### config.mk
export PLATFORM = sky130hd
export DESIGN_NAME = kway_merge_min_queue
export DESIGN_NICKNAME = d
export VERILOG_FILES = /design/src/kwm_pkg.sv /design/src/kwm_cell.sv /design/src/kwm_chain.sv /design/src/kway_merge_min_queue.sv
export VERILOG_INCLUDE_DIRS = /design/src /design/src/src
export SDC_FILE = /design/constraint.sdc
export NUM_CORES = 1
export LEC_CHECK = 0
export ABC_AREA = 1
export BUFFER_PORTS_ARGS = -buffer_cell sky130_fd_sc_hd__buf_2
export CAP_MARGIN = 0
export CORE_ASPECT_RATIO = 1.1
export CORE_MARGIN = 5
export CORE_UTILIZATION = 60
export DETAILED_ROUTE_END_ITERATION = 16
export GPL_TIMING_DRIVEN = 0
export PLACE_DENSITY = 0.77
export REMOVE_ABC_BUFFERS = 1
export SYNTH_ARGS = -nofsm -noshare
export SYNTH_HDL_FRONTEND = slang
export SYNTH_SLANG_ARGS = --single-unit
### constraint.sdc
create_clock -name clock -period 10.3 [get_ports clock]
set_input_delay 1.03 -clock clock [delete_from_list [all_inputs] [get_ports clock]]
set_output_delay 1.03 -clock clock [all_outputs]
set_load 0.1 [all_outputs]
### src/kway_merge_min_queue_macros.svh
// Assertion macros for the merge queue top level
`ifndef KWAY_MERGE_MIN_QUEUE_MACROS_SVH
`define KWAY_MERGE_MIN_QUEUE_MACROS_SVH

`ifndef SYNTH
// Same-cycle implication check
`define KWM_ASSERT_IMP(label, clk, rst, ante, cons) \
   label: assert property (@(posedge clk) disable iff (rst) (ante) |-> (cons)) \
      else $error("kwm: same-cycle check failed");
// Next-cycle implication check
`define KWM_ASSERT_NXT(label, clk, rst, ante, cons) \
   label: assert property (@(posedge clk) disable iff (rst) (ante) |=> (cons)) \
      else $error("kwm: next-cycle check failed");
`else
`define KWM_ASSERT_IMP(label, clk, rst, ante, cons)
`define KWM_ASSERT_NXT(label, clk, rst, ante, cons)
`endif

`endif

### src/kwm_pkg.sv
// Types and constants of the k-way merge min queue
`default_nettype none

package kwm_pkg;

   localparam int SRC_W      = 3;
   localparam int VAL_W      = 31;
   localparam int CFG_W      = 4;
   localparam int WAYS_DEF   = 8;
   localparam int SRC_REACH  = 1 << SRC_W;
   localparam logic [CFG_W-1:0] ACTIVE_RESET = CFG_W'(8);

   typedef enum logic [1:0] {
      PH_PRIMING,
      PH_MERGING,
      PH_DONE
   } phase_type;

   // One held head value of a run
   typedef struct packed {
      logic             valid;
      logic [SRC_W-1:0] source;
      logic [VAL_W-1:0] value;
   } entry_type;

   // Per-cycle command to every cell of the chain
   typedef struct packed {
      logic flush;
      logic insert;
      logic pop;
   } chain_ctrl_type;

endpackage

`default_nettype wire

### src/kwm_cell.sv
// One cell of the sorted chain: holds one entry, inserts and shifts with neighbours
`default_nettype none

module kwm_cell (
   input  wire                     clock,
   input  wire                     reset,
   input  kwm_pkg::chain_ctrl_type ctrl,
   input  kwm_pkg::entry_type      key,
   input  kwm_pkg::entry_type      lower_entry,
   input  wire                     lower_keep,
   input  kwm_pkg::entry_type      upper_entry,
   input  wire                     upper_keep,
   output kwm_pkg::entry_type      cur_entry,
   output logic                    keep,
   output kwm_pkg::entry_type      post_entry
);
   import kwm_pkg::*;

   logic                 valid_ff;
   logic                 valid_in;
   logic [SRC_W-1:0]     source_ff;
   logic [SRC_W-1:0]     source_in;
   logic [VAL_W-1:0]     value_ff;
   logic [VAL_W-1:0]     value_in;
   logic                 greater;
   entry_type            post_upper;
   entry_type            entry_in;

   // Drop contents on a flush
   always_comb begin
      cur_entry.valid  = valid_ff & ~ctrl.flush;
      cur_entry.source = source_ff;
      cur_entry.value  = value_ff;
   end

   // Order by value, then by source
   always_comb begin
      greater = (value_ff > key.value) ||
                ((value_ff == key.value) && (source_ff > key.source));
      keep    = cur_entry.valid & ~greater;
   end

   // Contents of this place and the one above after the insert
   always_comb begin
      if (!ctrl.insert || keep) begin
         post_entry = cur_entry;
      end else if (lower_keep) begin
         post_entry = key;
      end else begin
         post_entry = lower_entry;
      end

      if (!ctrl.insert || upper_keep) begin
         post_upper = upper_entry;
      end else if (keep) begin
         post_upper = key;
      end else begin
         post_upper = cur_entry;
      end
   end

   // Advance towards the head on a pop
   always_comb begin
      entry_in  = ctrl.pop ? post_upper : post_entry;
      valid_in  = entry_in.valid;
      source_in = entry_in.source;
      value_in  = entry_in.value;
   end

   always_ff @(posedge clock) begin
      if (reset) begin
         valid_ff <= 1'b0;
      end else begin
         valid_ff <= valid_in;
      end
   end

   always_ff @(posedge clock) begin
      source_ff <= source_in;
      value_ff  <= value_in;
   end

endmodule

`default_nettype wire

### src/kwm_chain.sv
// Row of sorted cells holding one head value per run, smallest at place zero
`default_nettype none

module kwm_chain #(
   parameter int WAYS = kwm_pkg::WAYS_DEF
) (
   input  wire                     clock,
   input  wire                     reset,
   input  kwm_pkg::chain_ctrl_type ctrl,
   input  kwm_pkg::entry_type      key,
   output kwm_pkg::entry_type      head,
   output logic                    full
);
   import kwm_pkg::*;

   entry_type cur_q  [WAYS];
   entry_type post_q [WAYS];
   logic      keep_q [WAYS];

   localparam entry_type EMPTY = '0;

   // Chain the cells, empty ends on both sides
   for (genvar i = 0; i < WAYS; i++) begin : g_stage
      entry_type lower_entry;
      logic      lower_keep;
      entry_type upper_entry;
      logic      upper_keep;

      if (i == 0) begin : g_first
         assign lower_entry = EMPTY;
         assign lower_keep  = 1'b1;
      end else begin : g_inner_lo
         assign lower_entry = cur_q[i-1];
         assign lower_keep  = keep_q[i-1];
      end

      if (i == WAYS - 1) begin : g_last
         assign upper_entry = EMPTY;
         assign upper_keep  = 1'b0;
      end else begin : g_inner_hi
         assign upper_entry = cur_q[i+1];
         assign upper_keep  = keep_q[i+1];
      end

      kwm_cell u_stage (
         .clock       (clock),
         .reset       (reset),
         .ctrl        (ctrl),
         .key         (key),
         .lower_entry (lower_entry),
         .lower_keep  (lower_keep),
         .upper_entry (upper_entry),
         .upper_keep  (upper_keep),
         .cur_entry   (cur_q[i]),
         .keep        (keep_q[i]),
         .post_entry  (post_q[i])
      );
   end

   // Head after this cycle's insert; full when the top place holds a value
   assign head = post_q[0];
   assign full = cur_q[WAYS-1].valid;

endmodule

`default_nettype wire

### src/kway_merge_min_queue.sv
// Top level of the k-way merge min queue
// Merges up to eight ascending runs into one ascending stream. After a csr write of
// active_ways (0 counts as 1, capped at the cell count and at eight), send one head
// item per run in source order; the last of these produces the first result. Each
// later item must be the refill (value or exhausted) from the source of the result
// just given; a mismatching source returns an error result and is otherwise ignored.
// A done result closes the pass, and the next item starts a fresh one. Each item is
// taken at once: the row of WAYS sorted cells inserts the refill and shifts the
// head out in the same clock, so items may follow back to back; a result appears in
// the output register in the cycle after its item and the input keeps flowing while
// that register is free or being drained. Ties leave the lower source first.
`default_nettype none

`include "kway_merge_min_queue_macros.svh"

module kway_merge_min_queue #(
   parameter int WAYS = kwm_pkg::WAYS_DEF
) (
   input  wire                        clock,
   input  wire                        reset,
   input  wire                        req_valid,
   output logic                       req_stall,
   input  wire  [kwm_pkg::SRC_W-1:0]  req_source,
   input  wire  [kwm_pkg::VAL_W-1:0]  req_value,
   input  wire                        req_exhausted,
   output logic                       rsp_valid,
   input  wire                        rsp_stall,
   output logic [kwm_pkg::SRC_W-1:0]  rsp_out_source,
   output logic [kwm_pkg::VAL_W-1:0]  rsp_out_value,
   output logic                       rsp_done_res,
   output logic                       rsp_source_error,
   input  wire                        csr_valid,
   output logic                       csr_ready,
   input  wire  [kwm_pkg::CFG_W-1:0]  csr_active_ways
);
   import kwm_pkg::*;

   localparam int CAP = (WAYS < SRC_REACH) ? WAYS : SRC_REACH;
   localparam logic [CFG_W-1:0] CAP_W = CFG_W'(CAP);

   phase_type        phase_ff;
   phase_type        phase_in;
   logic [CFG_W-1:0] primed_ff;
   logic [CFG_W-1:0] primed_in;
   logic [SRC_W-1:0] awaited_ff;
   logic [SRC_W-1:0] awaited_in;
   logic [CFG_W-1:0] active_ff;
   logic [CFG_W-1:0] active_in;

   logic             rsp_valid_ff;
   logic             rsp_valid_in;
   logic [SRC_W-1:0] rsp_out_source_ff;
   logic [SRC_W-1:0] rsp_out_source_in;
   logic [VAL_W-1:0] rsp_out_value_ff;
   logic [VAL_W-1:0] rsp_out_value_in;
   logic             rsp_done_res_ff;
   logic             rsp_done_res_in;
   logic             rsp_source_error_ff;
   logic             rsp_source_error_in;

   logic             csr_write;
   logic             take;
   logic             restart;
   phase_type        phase_cur;
   logic [CFG_W-1:0] cnt_cur;
   logic [CFG_W-1:0] cnt_inc;
   logic [CFG_W-1:0] eff_ways;
   logic             priming;
   logic             bad;
   logic             last_prime;
   logic             do_pop;
   logic             produce;
   chain_ctrl_type   ctrl;
   entry_type        key;
   entry_type        head;
   logic             full;

   // Handshakes: take an item while the result register is free or draining
   assign csr_ready = 1'b1;
   assign csr_write = csr_valid & csr_ready;
   assign req_stall = rsp_valid_ff & rsp_stall;
   assign take      = req_valid & ~req_stall;

   // Clamp the number of runs
   always_comb begin
      if (active_ff == '0) begin
         eff_ways = CFG_W'(1);
      end else if (active_ff > CAP_W) begin
         eff_ways = CAP_W;
      end else begin
         eff_ways = active_ff;
      end
   end

   // Phase seen by this item, with a finished pass restarting
   always_comb begin
      restart   = (phase_ff == PH_DONE);
      phase_cur = restart ? PH_PRIMING : phase_ff;
      cnt_cur   = restart ? '0 : primed_ff;
      cnt_inc   = cnt_cur + CFG_W'(1);
      priming   = (phase_cur == PH_PRIMING);
   end

   // Output decode: source check, chain command, result
   always_comb begin
      case (phase_cur)
         PH_PRIMING: begin
            bad        = ({1'b0, req_source} != cnt_cur);
            last_prime = (cnt_inc >= eff_ways);
         end
         PH_MERGING: begin
            bad        = (req_source != awaited_ff);
            last_prime = 1'b1;
         end
         default: begin
            bad        = 1'b0;
            last_prime = 1'b0;
         end
      endcase

      do_pop      = take & ~bad & last_prime;
      produce     = take & (bad | do_pop);
      ctrl.flush  = (take & restart) | csr_write;
      ctrl.insert = take & ~bad & ~req_exhausted & ~full;
      ctrl.pop    = do_pop;
      key.valid   = 1'b1;
      key.source  = req_source;
      key.value   = req_value;
   end

   kwm_chain #(
      .WAYS (WAYS)
   ) u_chain (
      .clock (clock),
      .reset (reset),
      .ctrl  (ctrl),
      .key   (key),
      .head  (head),
      .full  (full)
   );

   // Next state of the pass
   always_comb begin
      phase_in   = phase_ff;
      primed_in  = primed_ff;
      awaited_in = awaited_ff;
      active_in  = active_ff;
      if (csr_write) begin
         phase_in   = PH_PRIMING;
         primed_in  = '0;
         awaited_in = '0;
         active_in  = csr_active_ways;
      end else if (take) begin
         phase_in  = phase_cur;
         primed_in = cnt_cur;
         if (restart) begin
            awaited_in = '0;
         end
         if (!bad && priming) begin
            primed_in = cnt_inc;
         end
         if (do_pop) begin
            if (head.valid) begin
               phase_in   = PH_MERGING;
               awaited_in = head.source;
            end else begin
               phase_in = PH_DONE;
            end
         end
      end
   end

   // Result register: load on a result, clear once transferred
   always_comb begin
      rsp_valid_in        = produce | (rsp_valid_ff & rsp_stall);
      rsp_out_source_in   = rsp_out_source_ff;
      rsp_out_value_in    = rsp_out_value_ff;
      rsp_done_res_in     = rsp_done_res_ff;
      rsp_source_error_in = rsp_source_error_ff;
      if (produce) begin
         if (bad) begin
            rsp_out_source_in   = req_source;
            rsp_out_value_in    = '0;
            rsp_done_res_in     = 1'b0;
            rsp_source_error_in = 1'b1;
         end else if (head.valid) begin
            rsp_out_source_in   = head.source;
            rsp_out_value_in    = head.value;
            rsp_done_res_in     = 1'b0;
            rsp_source_error_in = 1'b0;
         end else begin
            rsp_out_source_in   = '0;
            rsp_out_value_in    = '0;
            rsp_done_res_in     = 1'b1;
            rsp_source_error_in = 1'b0;
         end
      end
   end

   always_ff @(posedge clock) begin
      if (reset) begin
         phase_ff     <= PH_PRIMING;
         primed_ff    <= '0;
         awaited_ff   <= '0;
         active_ff    <= ACTIVE_RESET;
         rsp_valid_ff <= 1'b0;
      end else begin
         phase_ff     <= phase_in;
         primed_ff    <= primed_in;
         awaited_ff   <= awaited_in;
         active_ff    <= active_in;
         rsp_valid_ff <= rsp_valid_in;
      end
   end

   always_ff @(posedge clock) begin
      rsp_out_source_ff   <= rsp_out_source_in;
      rsp_out_value_ff    <= rsp_out_value_in;
      rsp_done_res_ff     <= rsp_done_res_in;
      rsp_source_error_ff <= rsp_source_error_in;
   end

   assign rsp_valid        = rsp_valid_ff;
   assign rsp_out_source   = rsp_out_source_ff;
   assign rsp_out_value    = rsp_out_value_ff;
   assign rsp_done_res     = rsp_done_res_ff;
   assign rsp_source_error = rsp_source_error_ff;

   `KWM_ASSERT_IMP(a_stall_only_when_held, clock, reset, !rsp_valid_ff, !req_stall)
   `KWM_ASSERT_IMP(a_prime_count_in_range, clock, reset, phase_ff == PH_PRIMING, primed_ff < eff_ways)
   `KWM_ASSERT_NXT(a_awaited_tracks_emit, clock, reset, do_pop && head.valid && !csr_write, (awaited_ff == rsp_out_source_ff) && (phase_ff == PH_MERGING))
   `KWM_ASSERT_NXT(a_empty_pop_ends_pass, clock, reset, do_pop && !head.valid && !csr_write, (phase_ff == PH_DONE) && rsp_done_res_ff)

endmodule

`default_nettype wire

Word level (Yosys, flattened, before mapping)

Cells that the tools add are included.

Register bits after elaboration: 330
Word-level logic and storage cells: 178

Bitwise gates (word level): 41
$lt $le $gt $ge: 18
Mux-type cells: 41
$add $sub $neg: 1
Equality and inequality tests: 13
Reductions and logical operators: 31

Operator list:

| cell                                                                   | number |
|---|---|
| 35-bit two-way mux                                                     | 25 |
| 31-bit equality test                                                   | 8 |
| 31-bit > comparator                                                    | 8 |
| 1-bit bitwise AND                                                      | 24 |
| 3-bit > comparator                                                     | 8 |
| 1-bit logical OR                                                       | 16 |
| 4-bit two-way mux                                                      | 4 |
| 3-bit two-way mux                                                      | 5 |
| 1-bit NOT                                                              | 14 |
| 1-bit logical AND                                                      | 9 |
| 2-bit two-way mux                                                      | 3 |
| 4-bit by 1-bit adder with 4-bit output (second input constant)         | 1 |
| 4-bit >= comparator                                                    | 1 |
| 4-bit > comparator (second input constant)                             | 1 |
| 4-bit zero test                                                        | 1 |
| 3-bit by 4-bit != test with 1-bit output                               | 1 |
| 1-bit one-hot mux with 2 select lines                                  | 2 |
| 2-bit OR reduction                                                     | 2 |
| 3-bit != test                                                          | 1 |
| 3-bit != test (second input constant)                                  | 1 |
| 1-bit OR                                                               | 3 |
| 2-bit by 1-bit equality test with 1-bit output (second input constant) | 1 |
| 2-bit equality test (second input constant)                            | 1 |
| 1-bit zero test                                                        | 2 |
| other kinds (2)                                                        | 3 |

Logic depth before layout (Yosys ltp)

Word-level depth: 14
Gate-level depth with buffers: 22
Gate-level depth less buffers: 19

Modules after synthesis

Synthesis repeated with hierarchy kept, for this count alone.

Cell total of the unflattened synthesis: 5370
Area, all modules: 35913.2 um^2

Modules (own cells, without submodules):

| module                                     | area each (um^2) | times used | seq. area each (um^2) | cells each |
|---|---|---|---|---|
| kwm_cell at u_chain.g_stage[0].u_stage ... | 4171.5           | 5          | 1041.0                | 636 |
| kwm_cell at u_chain.g_stage[6].u_stage ... | 4190.3           | 2          | 1041.0                | 637 |
| kwm_cell at u_chain.g_stage[1].u_stage     | 4194.0           | 1          | 1041.0                | 637 |
| kway_merge_min_queue                       | 2473.6           | 1          | 1361.3                | 277 |
| kwm_chain                                  | 7.5              | 1          | 0.0                   | 2 |

Worst setup path before layout

OpenSTA, ideal clock, no wires.

Path kind: input -> register
Start point: input rsp_stall
End point: register rsp_done_res_ff (netlist: rsp_done_res), enable pin
Setup slack: 5.953 ns
Path buffers: 0
Library setup time: 0.442 ns
Required time: 9.858 ns
Stages on the path: 5
Arrival time: 3.904 ns
Cells stage by stage: nand2_1 > inv_1 > nor2_2 > inv_1 > a21oi_1

Word-level cells in the longest chain between the ends: 7

RTL lines:

| element                        | line                        | RTL |
|---|---|---|
| start: declaration             | kway_merge_min_queue.sv:27  | `input wire rsp_stall,` |
| 1-bit bitwise AND (*)          | kway_merge_min_queue.sv:81  | `assign req_stall = rsp_valid_ff & rsp_stall;` |
| net req_stall                  | kway_merge_min_queue.sv:22  | `output logic req_stall,` |
| 1-bit NOT (*)                  | kway_merge_min_queue.sv:82  | `assign take = req_valid & ~req_stall;` |
| 1-bit bitwise AND (*)          | kway_merge_min_queue.sv:82  |  |
| 1-bit bitwise AND (2 in a row) | kway_merge_min_queue.sv:121 | `do_pop = take & ~bad & last_prime;` |
| 1-bit OR                       | kway_merge_min_queue.sv:122 | `produce = take & (bad \| do_pop);` |
| 1-bit bitwise AND (*)          | kway_merge_min_queue.sv:122 |  |
| net produce                    | kway_merge_min_queue.sv:72  | `logic produce;` |
| end signal: assignment         | kway_merge_min_queue.sv:219 | `rsp_done_res_ff <= rsp_done_res_in;` |
| end: declaration               | kway_merge_min_queue.sv:56  | `logic rsp_done_res_ff;` |

Mark *: on every way through the listed nets, which the timed path passes. The rest lies on a longest branch.
A chain may end at the register's enable or synchronous reset.

==> flow_summary_export.csv <==
group,metric,value,unit
outcome,outcome,"complete, no violations",
power,switchingPower,2.04,mW
cts,cts_tree,"yes",
worst_setup_path,path_class,"in -> reg",
power,power.leakage,14.2,nW
yosys,yosysTopAreaCellShare,30.6,%
yosys,synth_edf_count,70,
floorplan,ios,83,
worst_setup_path,rr_startpoint,"u_chain.g_stage[1].u_stage.value_ff[14]$_DFF_P_",
power,switching_share,39.2,%
layout,final_net_count,4071,
global_route,grt_antenna_before_repair,0,
cts,cts_root_buf,"clkbuf_16",
floorplan,coreArea,0.0394,mm²
worst_setup_path,r2r_end,"u_chain.g_stage[0].u_stage.value_ff[17]$_DFF_P_",
yosys,ys_warn_count,0,
placement,place_congestion,0.941,
power,p_int,3.17,mW
global_route,grt_usage,30.5,%
sta,slew_headroom,10.3,%
routing,via_per_inst,5.64,
routing,ant_nets,0,
yosys,synth_common_cells,"nand2_1, nand3_1, dfxtp_1",
yosys,post-synth-top-count-cell,"nand2_1",
global_route,first_global_vias,23247,
sta,finalCritPeriodShare,69.4,%
cts,htreeDepth,2,
cts,cts_buffers,39,
placement,dp_cells,4249,
global_route,grt_first_pass_wirelength,112,mm
sta,fmax,140,MHz
routing,vias,24373,
floorplan,initial_core_util,60.9,%
layout,area_delta_synth_final,7.24,%
power,power.share.clock,26.2,%
yosys,synth_ff_type,"dfxtp_1",
layout,drive_gt1_share,4.88,%
yosys,avgSynthCellArea,6.22,µm²
global_route,grt_max_degree,166,
yosys,netlist_top_cells_area,"nand2_1, dfxtp_1, ha_1, edfxtp_1, nand3_1",
routing,wl_per_cell,15.8,µm
sta,tns,0,ns
sta,clock_skew,0.0125,ns
global_route,overflow,0,
power,peakVddDrop,0.000148,V
floorplan,fp.dieH,220,µm
job,max_cap_violations,0,
worst_setup_path,ff2ff_setup_slack,3.86,ns
cts,cts_resized,0,
placement,dp.final_hpwl,50.8,mm
cts,ctsHoldBuffers,0,
layout,final_util,65.3,%
routing,totalWireLength,68.4,mm
cts,post_cts_buffers,0,
sta,rsz0062_at_grt,"no",
worst_setup_path,startpoint_type,"input port",
routing,drtPass1Iterations,9,
yosys,synth_cell_types,42,
yosys,ys_ff_latch,330,
routing,drt_iter0_markers,1611,
worst_setup_path,cp.required,10.79,ns
yosys,synthCells,3852,
power,p_comb_share,36.6,%
floorplan,die_x,201,µm
worst_setup_path,crit_path_end_kind,"flop",
routing,drc_errors,0,
cts,clkSlewWorstSetupHoldPaths,0.06,ns
yosys,seq_area_frac_synth,30.5,%
placement,io_buffers,81,
floorplan,dieArea,0.0440,mm²
yosys,syn_area,0.0240,mm²
yosys,yosys.area.top_type,"nand2_1",
cts,clockBufferDepth,3,
sta,hold_viol,0,
sta,setup_violations,0,
worst_setup_path,crit_end,"u_chain.g_stage[0].u_stage.value_ff[17]$_DFF_P_",
worst_setup_path,startpoint,"req_value[11]",
worst_setup_path,path_max_fanout,37,
sta,fin_crit,7.15,ns
worst_setup_path,rr_worst_depth,13,
power,power,5.20,mW
yosys,synthArstFlopShare,0,%
layout,stdcell_count,4322,
sta,slew_violations,0,
power,power_density,203,mW/mm²
worst_setup_path,arrival,7.63,ns
min_path,hold_class,"reg -> reg",
cts,clk_latency,0.57,ns
power,pwr-share-seq,37.2,%
sta,worstMarginPinSlew,1.34,ns
floorplan,num_rows,76,
cts,numClockSinks,330,
[sequential cells by signal (all words and copies together), names as in the netlist, 2 cells and up]
signal	count
u_chain.g_stage.u_stage.value_ff	248
rsp_out_value	31
u_chain.g_stage.u_stage.source_ff	24
u_chain.g_stage.u_stage.valid_ff	8
active_ff	4
primed_ff	4
awaited_ff	3
rsp_out_source	3
phase_ff	2
[worst max-delay path: stages]
cell	delay (ns)
buf_2	0.24
inv_1	0.30
ha_1	0.38
nand2_1	0.07
nor2_1	0.14
nand2_1	0.06
nor4_1	0.74
nand3_1	0.31
nand2_1	0.98
nand2_1	1.12
nand2_2	1.13
inv_2	0.57
nand2_1	0.24
nand3_1	0.11
o21ai_1	0.13
[power groups by stage]
stage	sequential, mW	clock, mW	combinational [mW]
after floorplan	1.94	0	1.41
after global placement	1.96	0	1.82
after detailed placement	1.96	0	1.87
after CTS	1.93	1.38	1.89
after global routing	1.97	1.43	2.22
final	1.94	1.36	1.90
[area by class of cell]
cell class	count	area, µm²
clock buffer	64	1190
multi-input combinational	3077	14900
sequential	330	7310
timing repair buffer	98	758
inverter	238	903
fill	3883	13700
antenna	1	2.50
tap	507	634
clock inverter	7	32.5
[cells in the final DEF (no fill, tap or decap), types with 3 or more instances in the layout]
master / count
edfxtp_1: 70
clkinv_1: 3
nor3_1: 14
buf_8: 8
nand2_1: 1948
buf_2: 81
nor4_1: 11
ha_1: 243
nand3b_1: 5
o22ai_1: 3
dfxtp_1: 260
nand3_1: 351
a21oi_4: 3
o21a_1: 9
clkbuf_16: 41
buf_16: 7
nand4_1: 20
clkinv_2: 5
inv_1: 221
o21ai_1: 63
o21ai_0: 87
a21o_1: 5
clkbuf_8: 8
clkbuf_1: 15
nand2_2: 11
o211ai_1: 11
nor2_1: 118
inv_2: 14
a21oi_1: 154
and2_1: 3
[logic make-up after synthesis]
logic type	count (synthesis)	synth area share [%]
adders and majority gates	243	12.7
buffers and inverters	445	7.56
DFF	330	30.5
and+or+nand+nor	2490	41.6
xor gates and xnor gates	2	0.0731
AOI/OAI and AO/OA	341	7.54
other	1	0.0157
[worst min path at each step]
stage                         startpoint                        end  slack, ns  cells past startpoint
4_1_cts        primed_ff[3]$_SDFFE_PP0P_  primed_ff[3]$_SDFFE_PP0P_       0.47                      2
3_3_place_gp   primed_ff[3]$_SDFFE_PP0P_  primed_ff[3]$_SDFFE_PP0P_       0.45                      2
5_1_grt        primed_ff[3]$_SDFFE_PP0P_  primed_ff[3]$_SDFFE_PP0P_       0.50                      2
6_report       primed_ff[3]$_SDFFE_PP0P_  primed_ff[3]$_SDFFE_PP0P_       0.46                      2
3_5_place_dp   primed_ff[3]$_SDFFE_PP0P_  primed_ff[3]$_SDFFE_PP0P_       0.46                      2
2_1_floorplan  primed_ff[3]$_SDFFE_PP0P_  primed_ff[3]$_SDFFE_PP0P_       0.45                      2
[metal layers]
layer	track usage (%)	up-vias	part of all wire (%)
met4	15.1	0	4.9
met2	56.1	697	49
met5	0	-	0
li1	-	12214	-
met1	35.5	11230	41
met3	3.43	232	5.0
[stage by stage]
step / hold WS, ns / cell area, µm² / worst slack [ns]
2_1_floorplan: 0.445 / 23000 / -3.87
3_3_place_gp: 0.454 / 24100 / -15.70
3_5_place_dp: 0.459 / 24400 / 2.97
4_1_cts: 0.468 / 25700 / 3.53
5_1_grt: 0.498 / 25700 / 2.79
6_report: 0.464 / 25700 / 3.15
Note: power is estimated with default switching activity, not from simulation.
